`config.mk`:
```
export PLATFORM = sky130hd
export DESIGN_NAME = deadline_timer_job_table
export DESIGN_NICKNAME = d
export VERILOG_FILES = /design/src/rtl/dtj_pkg.sv /design/src/rtl/deadline_timer_job_table.sv
export SDC_FILE = /design/constraint.sdc
export NUM_CORES = 2
export LEC_CHECK = 0
export BUFFER_PORTS_ARGS = -buffer_cell sky130_fd_sc_hd__buf_2
export CAP_MARGIN = 10
export CORE_MARGIN = 2
export CORE_UTILIZATION = 47
export CTS_CLUSTER_SIZE = 30
export DETAILED_ROUTE_END_ITERATION = 12
export GPL_TIMING_DRIVEN = 0
export MAX_ROUTING_LAYER = met4
export PLACE_DENSITY = 0.68
export SLEW_MARGIN = 30
export SYNTH_ARGS = -nofsm -noshare
export SYNTH_HDL_FRONTEND = slang
export SYNTH_SLANG_ARGS = --single-unit
```
`constraint.sdc`:
```
create_clock -name clk -period 66.3 [get_ports clk]
set_input_delay 13.26 -clock clk [delete_from_list [all_inputs] [get_ports clk]]
set_output_delay 13.26 -clock clk [all_outputs]
set_load 0.05 [all_outputs]
```
`src/rtl/dtj_pkg.sv`:
```
// ----------------------------------------------------------------------------
// dtj_pkg
// Shared sizes and codes for the deadline timer job table.
// ----------------------------------------------------------------------------
package dtj_pkg;

  localparam int NUM_SLOTS = 16;
  localparam int MAX_FIRES = 32;

  localparam int SLOT_W = $clog2(NUM_SLOTS);
  localparam int CNT_W  = $clog2(NUM_SLOTS + 1);
  localparam int FIRE_W = $clog2(MAX_FIRES + 1);

  localparam int ID_W   = 32;
  localparam int TIME_W = 48;
  localparam int IVAL_W = 32;
  localparam int RUNS_W = 32;

  typedef enum logic [1:0] {
    OP_ADD_REPEAT = 2'd0,
    OP_ADD_ONCE   = 2'd1,
    OP_REMOVE     = 2'd2,
    OP_TICK       = 2'd3
  } op_t;

  typedef enum logic [2:0] {
    K_ADDED    = 3'd0,
    K_FULL     = 3'd1,
    K_REMOVED  = 3'd2,
    K_NOTFOUND = 3'd3,
    K_FIRED    = 3'd4,
    K_DONE     = 3'd5
  } kind_t;

endpackage

```
`src/rtl/deadline_timer_job_table.sv`:
```
// ----------------------------------------------------------------------------
// deadline_timer_job_table
// Table of interval timer jobs held in a synchronous memory with one write and one read port.
// ----------------------------------------------------------------------------
// Add: the result goes through S_EMIT to the output register. Remove: one full
//   memory scan, then S_EMIT. Tick: one full memory scan per fired job, plus
//   the empty scan that ends it (no scan at the fire cap: the done item follows).
// One input item at a time; in_ready is high only when idle. Output stalls add delay.
// Reset (synchronous, rst high): all slots free, next id 1, no item pending.
module deadline_timer_job_table (
  input  logic                         clk,
  input  logic                         rst,
  input  logic                         in_valid,
  output logic                         in_ready,
  input  logic [1:0]                   opcode,
  input  logic [dtj_pkg::TIME_W-1:0]   first_time,
  input  logic [dtj_pkg::IVAL_W-1:0]   interval_secs,
  input  logic [dtj_pkg::ID_W-1:0]     target_id,
  input  logic [dtj_pkg::TIME_W-1:0]   now_time,
  output logic                         out_valid,
  input  logic                         out_ready,
  output logic [2:0]                   kind,
  output logic [dtj_pkg::ID_W-1:0]     job_id,
  output logic [dtj_pkg::TIME_W-1:0]   due_time,
  output logic [dtj_pkg::RUNS_W-1:0]   run_count,
  output logic                         last
);

  localparam int N = dtj_pkg::NUM_SLOTS;

  typedef enum logic [1:0] {S_IDLE, S_RM_SCAN, S_TK_SCAN, S_EMIT} state_t;
  state_t state;

  // Slot memory: one write port, one registered read port.
  logic [dtj_pkg::ID_W-1:0]   mem_id   [N];
  logic [dtj_pkg::TIME_W-1:0] mem_due  [N];
  logic [dtj_pkg::IVAL_W-1:0] mem_ival [N];
  logic                       mem_rep  [N];
  logic [dtj_pkg::RUNS_W-1:0] mem_runs [N];

  logic [dtj_pkg::ID_W-1:0]   rd_id;
  logic [dtj_pkg::TIME_W-1:0] rd_due;
  logic [dtj_pkg::IVAL_W-1:0] rd_ival;
  logic                       rd_rep;
  logic [dtj_pkg::RUNS_W-1:0] rd_runs;

  logic                       we;
  logic [dtj_pkg::SLOT_W-1:0] wa;
  logic [dtj_pkg::ID_W-1:0]   wd_id;
  logic [dtj_pkg::TIME_W-1:0] wd_due;
  logic [dtj_pkg::IVAL_W-1:0] wd_ival;
  logic                       wd_rep;
  logic [dtj_pkg::RUNS_W-1:0] wd_runs;

  // Valid bits stay in flops so reset frees every slot at once.
  logic [N-1:0] valid;

  // Scan control
  logic [dtj_pkg::CNT_W-1:0]  scan_idx;
  logic                       rd_vld;
  logic [dtj_pkg::SLOT_W-1:0] rd_slot;

  // Latched operands
  logic [dtj_pkg::ID_W-1:0]   target;
  logic [dtj_pkg::TIME_W-1:0] now;
  logic [dtj_pkg::ID_W-1:0]   next_id;
  logic                       hit;
  logic [dtj_pkg::FIRE_W-1:0] nfire;

  // Best candidate of the current tick scan
  logic                       found;
  logic [dtj_pkg::SLOT_W-1:0] best_slot;
  logic [dtj_pkg::ID_W-1:0]   best_id;
  logic [dtj_pkg::TIME_W-1:0] best_due;
  logic [dtj_pkg::IVAL_W-1:0] best_ival;
  logic                       best_rep;
  logic [dtj_pkg::RUNS_W-1:0] best_runs;

  // Pending result waiting for the output register
  logic [2:0]                 res_kind;
  logic [dtj_pkg::ID_W-1:0]   res_id;
  logic [dtj_pkg::TIME_W-1:0] res_due;
  logic [dtj_pkg::RUNS_W-1:0] res_runs;
  logic                       res_last;
  logic                       res_fire;

  logic                       free_any;
  logic [dtj_pkg::SLOT_W-1:0] free_slot;
  logic                       take;
  logic                       out_free;
  logic                       emit_go;
  logic                       scan_end;
  logic [dtj_pkg::TIME_W:0]   due_sum;
  logic [dtj_pkg::TIME_W-1:0] due_adv;
  logic [dtj_pkg::RUNS_W-1:0] runs_inc;
  logic [dtj_pkg::ID_W-1:0]   id_inc;

  assign in_ready = (state == S_IDLE);
  assign take     = in_valid && in_ready;
  assign out_free = !out_valid || out_ready;
  assign emit_go  = (state == S_EMIT) && out_free;
  assign scan_end = (scan_idx == dtj_pkg::CNT_W'(N)) && !rd_vld;

  // Lowest free slot
  always_comb begin
    free_any  = 1'b0;
    free_slot = '0;
    for (int i = N - 1; i >= 0; i--) begin
      if (!valid[i]) begin
        free_any  = 1'b1;
        free_slot = dtj_pkg::SLOT_W'(i);
      end
    end
  end

  // Repeating job advance, saturating at the top of the time range
  assign due_sum  = {1'b0, best_due} + (dtj_pkg::TIME_W + 1)'(best_ival);
  assign due_adv  = due_sum[dtj_pkg::TIME_W] ? '1 : due_sum[dtj_pkg::TIME_W-1:0];
  assign runs_inc = (&best_runs) ? best_runs : best_runs + 1'b1;
  assign id_inc   = (next_id + 1'b1 == '0) ? dtj_pkg::ID_W'(1) : next_id + 1'b1;

  // Memory write: add stores a new job; a fire writes the updated job back.
  always_comb begin
    we      = 1'b0;
    wa      = free_slot;
    wd_id   = next_id;
    wd_due  = first_time;
    wd_ival = interval_secs;
    wd_rep  = (opcode == dtj_pkg::OP_ADD_REPEAT);
    wd_runs = '0;
    if (take && (opcode == dtj_pkg::OP_ADD_REPEAT || opcode == dtj_pkg::OP_ADD_ONCE)) begin
      we = free_any;
    end else if (emit_go && res_fire) begin
      we      = 1'b1;
      wa      = best_slot;
      wd_id   = best_id;
      wd_due  = due_adv;
      wd_ival = best_ival;
      wd_rep  = best_rep;
      wd_runs = runs_inc;
    end
  end

  always_ff @(posedge clk) begin
    if (we) begin
      mem_id[wa]   <= wd_id;
      mem_due[wa]  <= wd_due;
      mem_ival[wa] <= wd_ival;
      mem_rep[wa]  <= wd_rep;
      mem_runs[wa] <= wd_runs;
    end
    rd_id   <= mem_id[scan_idx[dtj_pkg::SLOT_W-1:0]];
    rd_due  <= mem_due[scan_idx[dtj_pkg::SLOT_W-1:0]];
    rd_ival <= mem_ival[scan_idx[dtj_pkg::SLOT_W-1:0]];
    rd_rep  <= mem_rep[scan_idx[dtj_pkg::SLOT_W-1:0]];
    rd_runs <= mem_runs[scan_idx[dtj_pkg::SLOT_W-1:0]];
  end

  // Control and output register
  always_ff @(posedge clk) begin
    if (rst) begin
      state     <= S_IDLE;
      valid     <= '0;
      next_id   <= dtj_pkg::ID_W'(1);
      out_valid <= 1'b0;
      rd_vld    <= 1'b0;
      scan_idx  <= '0;
      res_fire  <= 1'b0;
      found     <= 1'b0;
      hit       <= 1'b0;
      nfire     <= '0;
    end else begin
      if (emit_go) out_valid <= 1'b1;
      else if (out_ready) out_valid <= 1'b0;

      // Read issue shared by both scans
      if (state == S_RM_SCAN || state == S_TK_SCAN) begin
        if (scan_idx != dtj_pkg::CNT_W'(N)) begin
          rd_vld   <= 1'b1;
          rd_slot  <= scan_idx[dtj_pkg::SLOT_W-1:0];
          scan_idx <= scan_idx + 1'b1;
        end else begin
          rd_vld <= 1'b0;
        end
      end

      unique case (state)
        S_IDLE: begin
          if (take) begin
            target   <= target_id;
            now      <= now_time;
            scan_idx <= '0;
            rd_vld   <= 1'b0;
            res_due  <= '0;
            res_runs <= '0;
            res_last <= 1'b1;
            res_fire <= 1'b0;
            unique case (opcode) inside
              dtj_pkg::OP_ADD_REPEAT, dtj_pkg::OP_ADD_ONCE: begin
                state <= S_EMIT;
                if (free_any) begin
                  valid[free_slot] <= 1'b1;
                  next_id  <= id_inc;
                  res_kind <= dtj_pkg::K_ADDED;
                  res_id   <= next_id;
                  res_due  <= first_time;
                end else begin
                  res_kind <= dtj_pkg::K_FULL;
                  res_id   <= '0;
                end
              end
              dtj_pkg::OP_REMOVE: begin
                hit   <= 1'b0;
                state <= S_RM_SCAN;
              end
              default: begin
                found <= 1'b0;
                nfire <= '0;
                state <= S_TK_SCAN;
              end
            endcase
          end
        end

        S_RM_SCAN: begin
          if (rd_vld && valid[rd_slot] && rd_id == target) begin
            valid[rd_slot] <= 1'b0;
            hit <= 1'b1;
          end
          if (scan_end) begin
            res_kind <= hit ? dtj_pkg::K_REMOVED : dtj_pkg::K_NOTFOUND;
            res_id   <= hit ? target : '0;
            state    <= S_EMIT;
          end
        end

        S_TK_SCAN: begin
          if (rd_vld && valid[rd_slot] && rd_due <= now &&
              (!found || rd_due < best_due)) begin
            found     <= 1'b1;
            best_slot <= rd_slot;
            best_id   <= rd_id;
            best_due  <= rd_due;
            best_ival <= rd_ival;
            best_rep  <= rd_rep;
            best_runs <= rd_runs;
          end
          if (scan_end) begin
            state <= S_EMIT;
            if (found) begin
              res_kind <= dtj_pkg::K_FIRED;
              res_id   <= best_id;
              res_due  <= best_due;
              res_runs <= runs_inc;
              res_last <= 1'b0;
              res_fire <= 1'b1;
            end else begin
              res_kind <= dtj_pkg::K_DONE;
              res_id   <= '0;
              res_due  <= '0;
              res_runs <= '0;
              res_last <= 1'b1;
              res_fire <= 1'b0;
            end
          end
        end

        S_EMIT: begin
          if (out_free) begin
            kind      <= res_kind;
            job_id    <= res_id;
            due_time  <= res_due;
            run_count <= res_runs;
            last      <= res_last;
            if (res_fire) begin
              // one-shot job leaves the table once fired
              if (!best_rep) valid[best_slot] <= 1'b0;
              nfire <= nfire + 1'b1;
              found <= 1'b0;
              if (nfire + 1'b1 == dtj_pkg::FIRE_W'(dtj_pkg::MAX_FIRES)) begin
                res_kind <= dtj_pkg::K_DONE;
                res_id   <= '0;
                res_due  <= '0;
                res_runs <= '0;
                res_last <= 1'b1;
                res_fire <= 1'b0;
              end else begin
                scan_idx <= '0;
                rd_vld   <= 1'b0;
                state    <= S_TK_SCAN;
              end
            end else begin
              state <= S_IDLE;
            end
          end
        end

        default: state <= S_IDLE;
      endcase
    end
  end

endmodule

```
Word-level counts from Yosys, hierarchy flattened
Memory sizes are Yosys's and may differ from the RTL's. A register that Yosys moved wholly into a read port is not among the register bits.
Index checks and enable logic that the tools add are counted.
Widths: inputs -> output; s select.
{ "word_totals": {"wordCells": 275, "register_bits": 531, "ramBits": 2320, "input_bits": 166, "output_inout_bits": 118, "n_memories": 5} }
{ "memory_table": {"columns": ["memory", "words", "word_bits", "rd", "rd_clocked_by_memory_dff", "wr", "line", "source"], "rows": [
  ["mem_due", 16, 48, 1, 1, 1, "deadline_timer_job_table.sv:36", "logic [dtj_pkg::TIME_W-1:0] mem_due [N];"],
  ["mem_id", 16, 32, 1, 1, 1, "deadline_timer_job_table.sv:35", "logic [dtj_pkg::ID_W-1:0] mem_id [N];"],
  ["mem_ival", 16, 32, 1, 1, 1, "deadline_timer_job_table.sv:37", "logic [dtj_pkg::IVAL_W-1:0] mem_ival [N];"],
  ["mem_runs", 16, 32, 1, 1, 1, "deadline_timer_job_table.sv:39", "logic [dtj_pkg::RUNS_W-1:0] mem_runs [N];"],
  ["mem_rep", 16, 1, 1, 1, 1, "deadline_timer_job_table.sv:38", "logic mem_rep [N];"]
]} }
{ "op_classes": {"n_eq_ne": 24, "n_reduce_logical": 44, "n_addsub": 5, "mux": 154, "n_lt_le_gt_ge": 8, "n_bitwise": 6} }
{ "ops": {"columns": ["cell", "count"], "rows": [
  ["$mux 32", 21],
  ["$mux 48", 11],
  ["$pmux 48 s3", 1],
  ["$pmux 32 s4", 1],
  ["$mux 16", 7],
  ["$pmux 32 s3", 1],
  ["$mux 4", 18],
  ["$add 32x1->32 const B", 2],
  ["$mux 1", 57],
  ["$add 48x32->49", 1],
  ["$le 48x48->1", 1],
  ["$lt 48x48->1", 1],
  ["$pmux 16 s3", 1],
  ["$and 16x16->16", 2],
  ["$eq 32x32->1", 1],
  ["$logic_not 32->1", 1],
  ["$not 16->16", 2],
  ["$reduce_and 32->1", 1],
  ["$mux 5", 6],
  ["$mux 6", 4],
  ["$mux 3", 7],
  ["$ne 2x1->1 const B", 8],
  ["$or 16x16->16", 1],
  ["$reduce_and 4->1", 4],
  ["other kinds (35)", 81]
]} }

Depth between registers and ports, before layout
{ "logic_depth": {"depth_word": 25, "ltp_mapped": 12, "mapped_depth_nobuf": 11} }

Worst setup path after synthesis
No wires, ideal clock.
{ "synth_path": {"path_kind": "input port to flip-flop", "from": "in opcode[1]", "to": "mem mem_due[4][0] (netlist bit), enable pin", "path_stages": 6, "setup_slack_ps": 35978, "t_arrival_ps": 29266, "setup_ps": 1056, "n_path_buf": 3, "required_ps": 65244, "path_cell_list": "clkbuf_1 -> o2111a_1 -> clkbuf_1 -> clkbuf_1 -> o21ai_1 -> nor4b_1"} }
{ "synth_via": {"elab_chain_cells": 6, "word_cells_on_any_way": 8, "cone_classes": "eq/ne: 1; mux: 4; reduce/logical: 3"} }
{ "synth_lines": {"columns": ["element", "line", "source"], "rows": [
  ["from (decl)", "deadline_timer_job_table.sv:15", "input logic [1:0] opcode,"],
  ["$eq 2x1->1 or $logic_not 2->1 (tied branches)", "deadline_timer_job_table.sv:131", "if (take && (opcode == dtj_pkg::OP_ADD_REPEAT || opcode == dtj_pkg::OP_ADD_ONCE)) begin"],
  ["$logic_or 1x1->1 (*)", "deadline_timer_job_table.sv:131", null],
  ["$logic_and 1x1->1 (*)", "deadline_timer_job_table.sv:131", null],
  ["$mux 1", "deadline_timer_job_table.sv:131", null],
  ["$mux 1", "deadline_timer_job_table.sv:145", "if (we) begin"],
  ["$mux 1 (not written as such)", "deadline_timer_job_table.sv:147", "mem_due[wa] <= wd_due;"],
  ["to (decl)", "deadline_timer_job_table.sv:36", null]
]} }
Mark *: on every way between the ends. The rest lies on a longest branch, timed or not.

Final worst setup path
{ "layout_path": {"from": "in opcode[1]", "to": "mem mem_ival[12][9] (netlist bit), enable pin"} }
{ "layout_via": {"elab_chain_cells": 6, "word_cells_on_any_way": 8, "cone_classes": "eq/ne: 1; mux: 4; reduce/logical: 3"} }
{ "layout_lines": {"columns": ["element", "line", "source"], "rows": [
  ["$eq 2x1->1 or $logic_not 2->1 (tied branches)", "deadline_timer_job_table.sv:131", null],
  ["$logic_or 1x1->1 (*)", "deadline_timer_job_table.sv:131", null],
  ["$logic_and 1x1->1 (*)", "deadline_timer_job_table.sv:131", null],
  ["$mux 1", "deadline_timer_job_table.sv:131", null],
  ["$mux 1", "deadline_timer_job_table.sv:145", null],
  ["$mux 1 (not written as such)", "deadline_timer_job_table.sv:148", "mem_ival[wa] <= wd_ival;"],
  ["to (decl)", "deadline_timer_job_table.sv:37", null]
]} }
Marks and branches as above.

==> run metrics <==
start-to-end type of the worst setup path in2reg; Cell Int Power 3.38 mW; power density over cell area 32.1 nW/µm²; switching power between 1 and 1.5 mW; startpoint kind of the worst setup timing path input port; proportion of total power due to net switching 0.238; post-route fraction of the period consumed by the critical path 0.262; post-DP HPWL about 240 mm; YS warnings 0; antenna viol nets, final 0; total wire length around 340 mm; most frequent cells in the layout 2,785 x sky130_fd_sc_hd__edfxtp_1, 730 x sky130_fd_sc_hd__mux4_2, 533 x sky130_fd_sc_hd__buf_2; via count of the routed design between 60k and 70k; post-synthesis average cell area 19.8 µm²; via count of the first global-routing pass about 63k; critical path, cell by cell clkbuf_1, o2111a_1, clkbuf_1, clkbuf_2, o21ai_2, nor4_2, buf_2, buf_2, buf_2, buf_2, buf_2, buf_2, buf_2, buf_2; grt ovf 0; highest fanout seen on the critical path 10; number of standard-cell rows in the floorplan 182; number of buffers inserted by port buffering around 280; most repeated library cell on the critical path sky130_fd_sc_hd__buf_2; flop-to-flop setup slack 59,870 ps; FMAX ~58 MHz; worst slack on hold paths approximately 390 ps; Max transition margin 0.248; RSZ-0062 raised after global routing false; Max rail drop VDD between 0.03 and 0.04 mV; overall power of the completed layout roughly 4.4 mW; TritonCTS Buffers ~310; CP max-delay cell sky130_fd_sc_hd__nor4_2; cells resized by post-CTS repair 0; delay-heaviest family, CP buffers and inverters; smallest setup slack after layout 48,950 ps; last weighted congestion value of the routability-driven placer around 0.94; Post-Syn Nets around 6.2k; number of antenna violations at the first check in global routing 23; number of sinks on the clock net 2,996; total count of max-transition violations in the final report 0; Die Span Y approximately 500 µm; Sum Neg Setup Slack 0 ps; register bit total from synthesis roughly 3k; worst setup slack after placement approximately 48,000 ps; GRT Total Usage 0.274; H-tree lvl count 5; clock skew a little under 100 ps; data required time of the worst path 66,940 ps; CP Capture Type flip-flop; combinational share of power 0.107; number of failing setup endpoints in the final timing report 0; DR DRC count 2; number of placed I/O pins 284; proportion of synthesized flip-flops having asynchronous set or reset 0; Post-Syn Area between 100,000 and 150,000 µm²; area added between synthesis and finish 18.6%; number of DRC markers after the initial detailed-route iteration 8,909; effective utilization at floorplan 0.473; register share of total power 0.502; most common cell after layout, fill and taps aside sky130_fd_sc_hd__edfxtp_1; number of flops mapped to enable cells by yosys ~2.8k; worst path buffer plus inverter count 11; Core Region around 250,000 µm²; setup fix buffers added after clock tree synthesis 0; fraction of final layout cells with drive strength greater than 1 0.298; horizontal die dimension around 500 µm; status complete, but fails checks; via count normalized by instance count 6.10; post-route minimum period between 15,000 and 20,000 ps; post-synthesis sequential area ratio 0.754; CTS tree done; synthesized netlist cell count roughly 6k; number of fill cells in the layout around 18k; Routed wire per std cell 32.1 µm; count of final hold-check violations 0; 1st-pass router iterations 10; failing checks DRC; Clock Latency Late Sink 970 ps; Worst path max stage delay ~700 ps; most used flip-flop cell after synthesis sky130_fd_sc_hd__edfxtp_1; maximum number of pins on one net before global-route repair between 40 and 50; Total Nets Final between 7k and 8k; transition time of the tightest slew-check pin around 1100 ps; max-capacitance violation count 0; Arr. time, crit path between 15,000 and 20,000 ps; relative contribution of the clock network to total power 0.392; number of buffers inserted for hold repair after clock tree synthesis 0; static leakage 44.0 nW; Longest Clk Path Bufs 4; type of the tightest min-delay check reg2reg; area of the die approximately 250,000 µm²; buffer cell driving the clock tree root sky130_fd_sc_hd__clkbuf_16; clock-pin transition on the worst setup and hold timing paths 60 ps; distinct cell type count of the synthesized netlist 81; global-route wire length before repair 471 mm
power groups by stage:
stage / logic (mW) / registers (mW) / clock network, mW
after floorplan: 0.281 / 2.25 / 0
after global placement: 0.439 / 2.29 / 0
after detailed placement: 0.469 / 2.26 / 0
after CTS: 0.473 / 2.22 / 1.75
after global routing: 0.501 / 2.23 / 1.82
final: 0.473 / 2.22 / 1.73
worst paths after layout:
| kind | from | end | cells after the start |
|---|---|---|---|
| min | rd_ival[18] | best_ival[18] | 0 |
| min reg2reg | rd_ival[18] | best_ival[18] | 0 |
| max | opcode[1] | mem_ival[12][9] | 14 |
| max reg2reg | rd_due[1] | best_ival[3] | 19 |
layer usage:
layer	GRT usage	routed length, µm	vias up
li1	-	-	26000
met1	0.363	127000	33400
met2	0.421	159000	3822
met3	0.0524	34300	721
met4	0.112	15500	0
met5	-	0	-
synth_stat cells, drive strengths merged (30+ instances only):
cell type / instances / area share
nor2: 222 / 0.0072
o21ai: 155 / 0.0067
clkbuf: 212 / 0.0068
dfxtp: 211 / 0.036
ha: 136 / 0.015
a21o: 39 / 0.0025
xnor2: 91 / 0.0068
nand4: 61 / 0.0034
nand3: 68 / 0.0029
edfxtp: 2785 / 0.72
mux4: 730 / 0.14
nand2: 412 / 0.013
inv: 128 / 0.0041
a211oi: 31 / 0.0020
a21oi: 108 / 0.0046
a31oi: 30 / 0.0016
buf: 80 / 0.0029
a22oi: 40 / 0.0026
nor3: 43 / 0.0019
cell families (layout without fill, tap and decap cells):
kind of cell | Yosys count | in the layout | share of synthesized area
xor gates and xnor gates | 119 | 119 | 0.00895
other | 0 | 18 | 0
buffers and inverters | 421 | 1688 | 0.0139
AOI/OAI and AO/OA | 520 | 520 | 0.0285
and+or+nand+nor | 943 | 943 | 0.0369
DFF | 2996 | 2996 | 0.754
muxes | 744 | 744 | 0.142
adders and majority gates | 137 | 137 | 0.0148
state kept, by name, indices dropped and copies added, names as in the netlist, 48 cells and up:
| register | cells |
|---|---|
| mem_runs | 512 |
| res_due | 48 |
| mem_due | 768 |
| best_due | 48 |
| now | 48 |
| mem_id | 512 |
| due_time | 48 |
| rd_due | 48 |
| mem_ival | 512 |
final cells by class:
type / instances / area, µm² / area share
diodes: 18 / 45.0 / 0.000326
clock buffers: 402 / 8580 / 0.0621
well taps: 3312 / 4140 / 0.0300
flip-flops and latches: 2996 / 87900 / 0.636
repair buffers: 713 / 6890 / 0.0499
multi-input cells: 2463 / 27400 / 0.198
plain buffers: 292 / 1270 / 0.00919
inverters: 129 / 485 / 0.00351
clock inverters: 152 / 1480 / 0.0107
stage by stage:
step                cells   util  instance area, µm²
floorplan            5880      -              116000
global placement     9474  0.496              122000
detailed placement   9902  0.519              128000
CTS                 10500  0.560              138000
global route        10500  0.561              138000
finish              10500  0.561              138000
No activity file was read; power rests on OpenSTA's default activity.
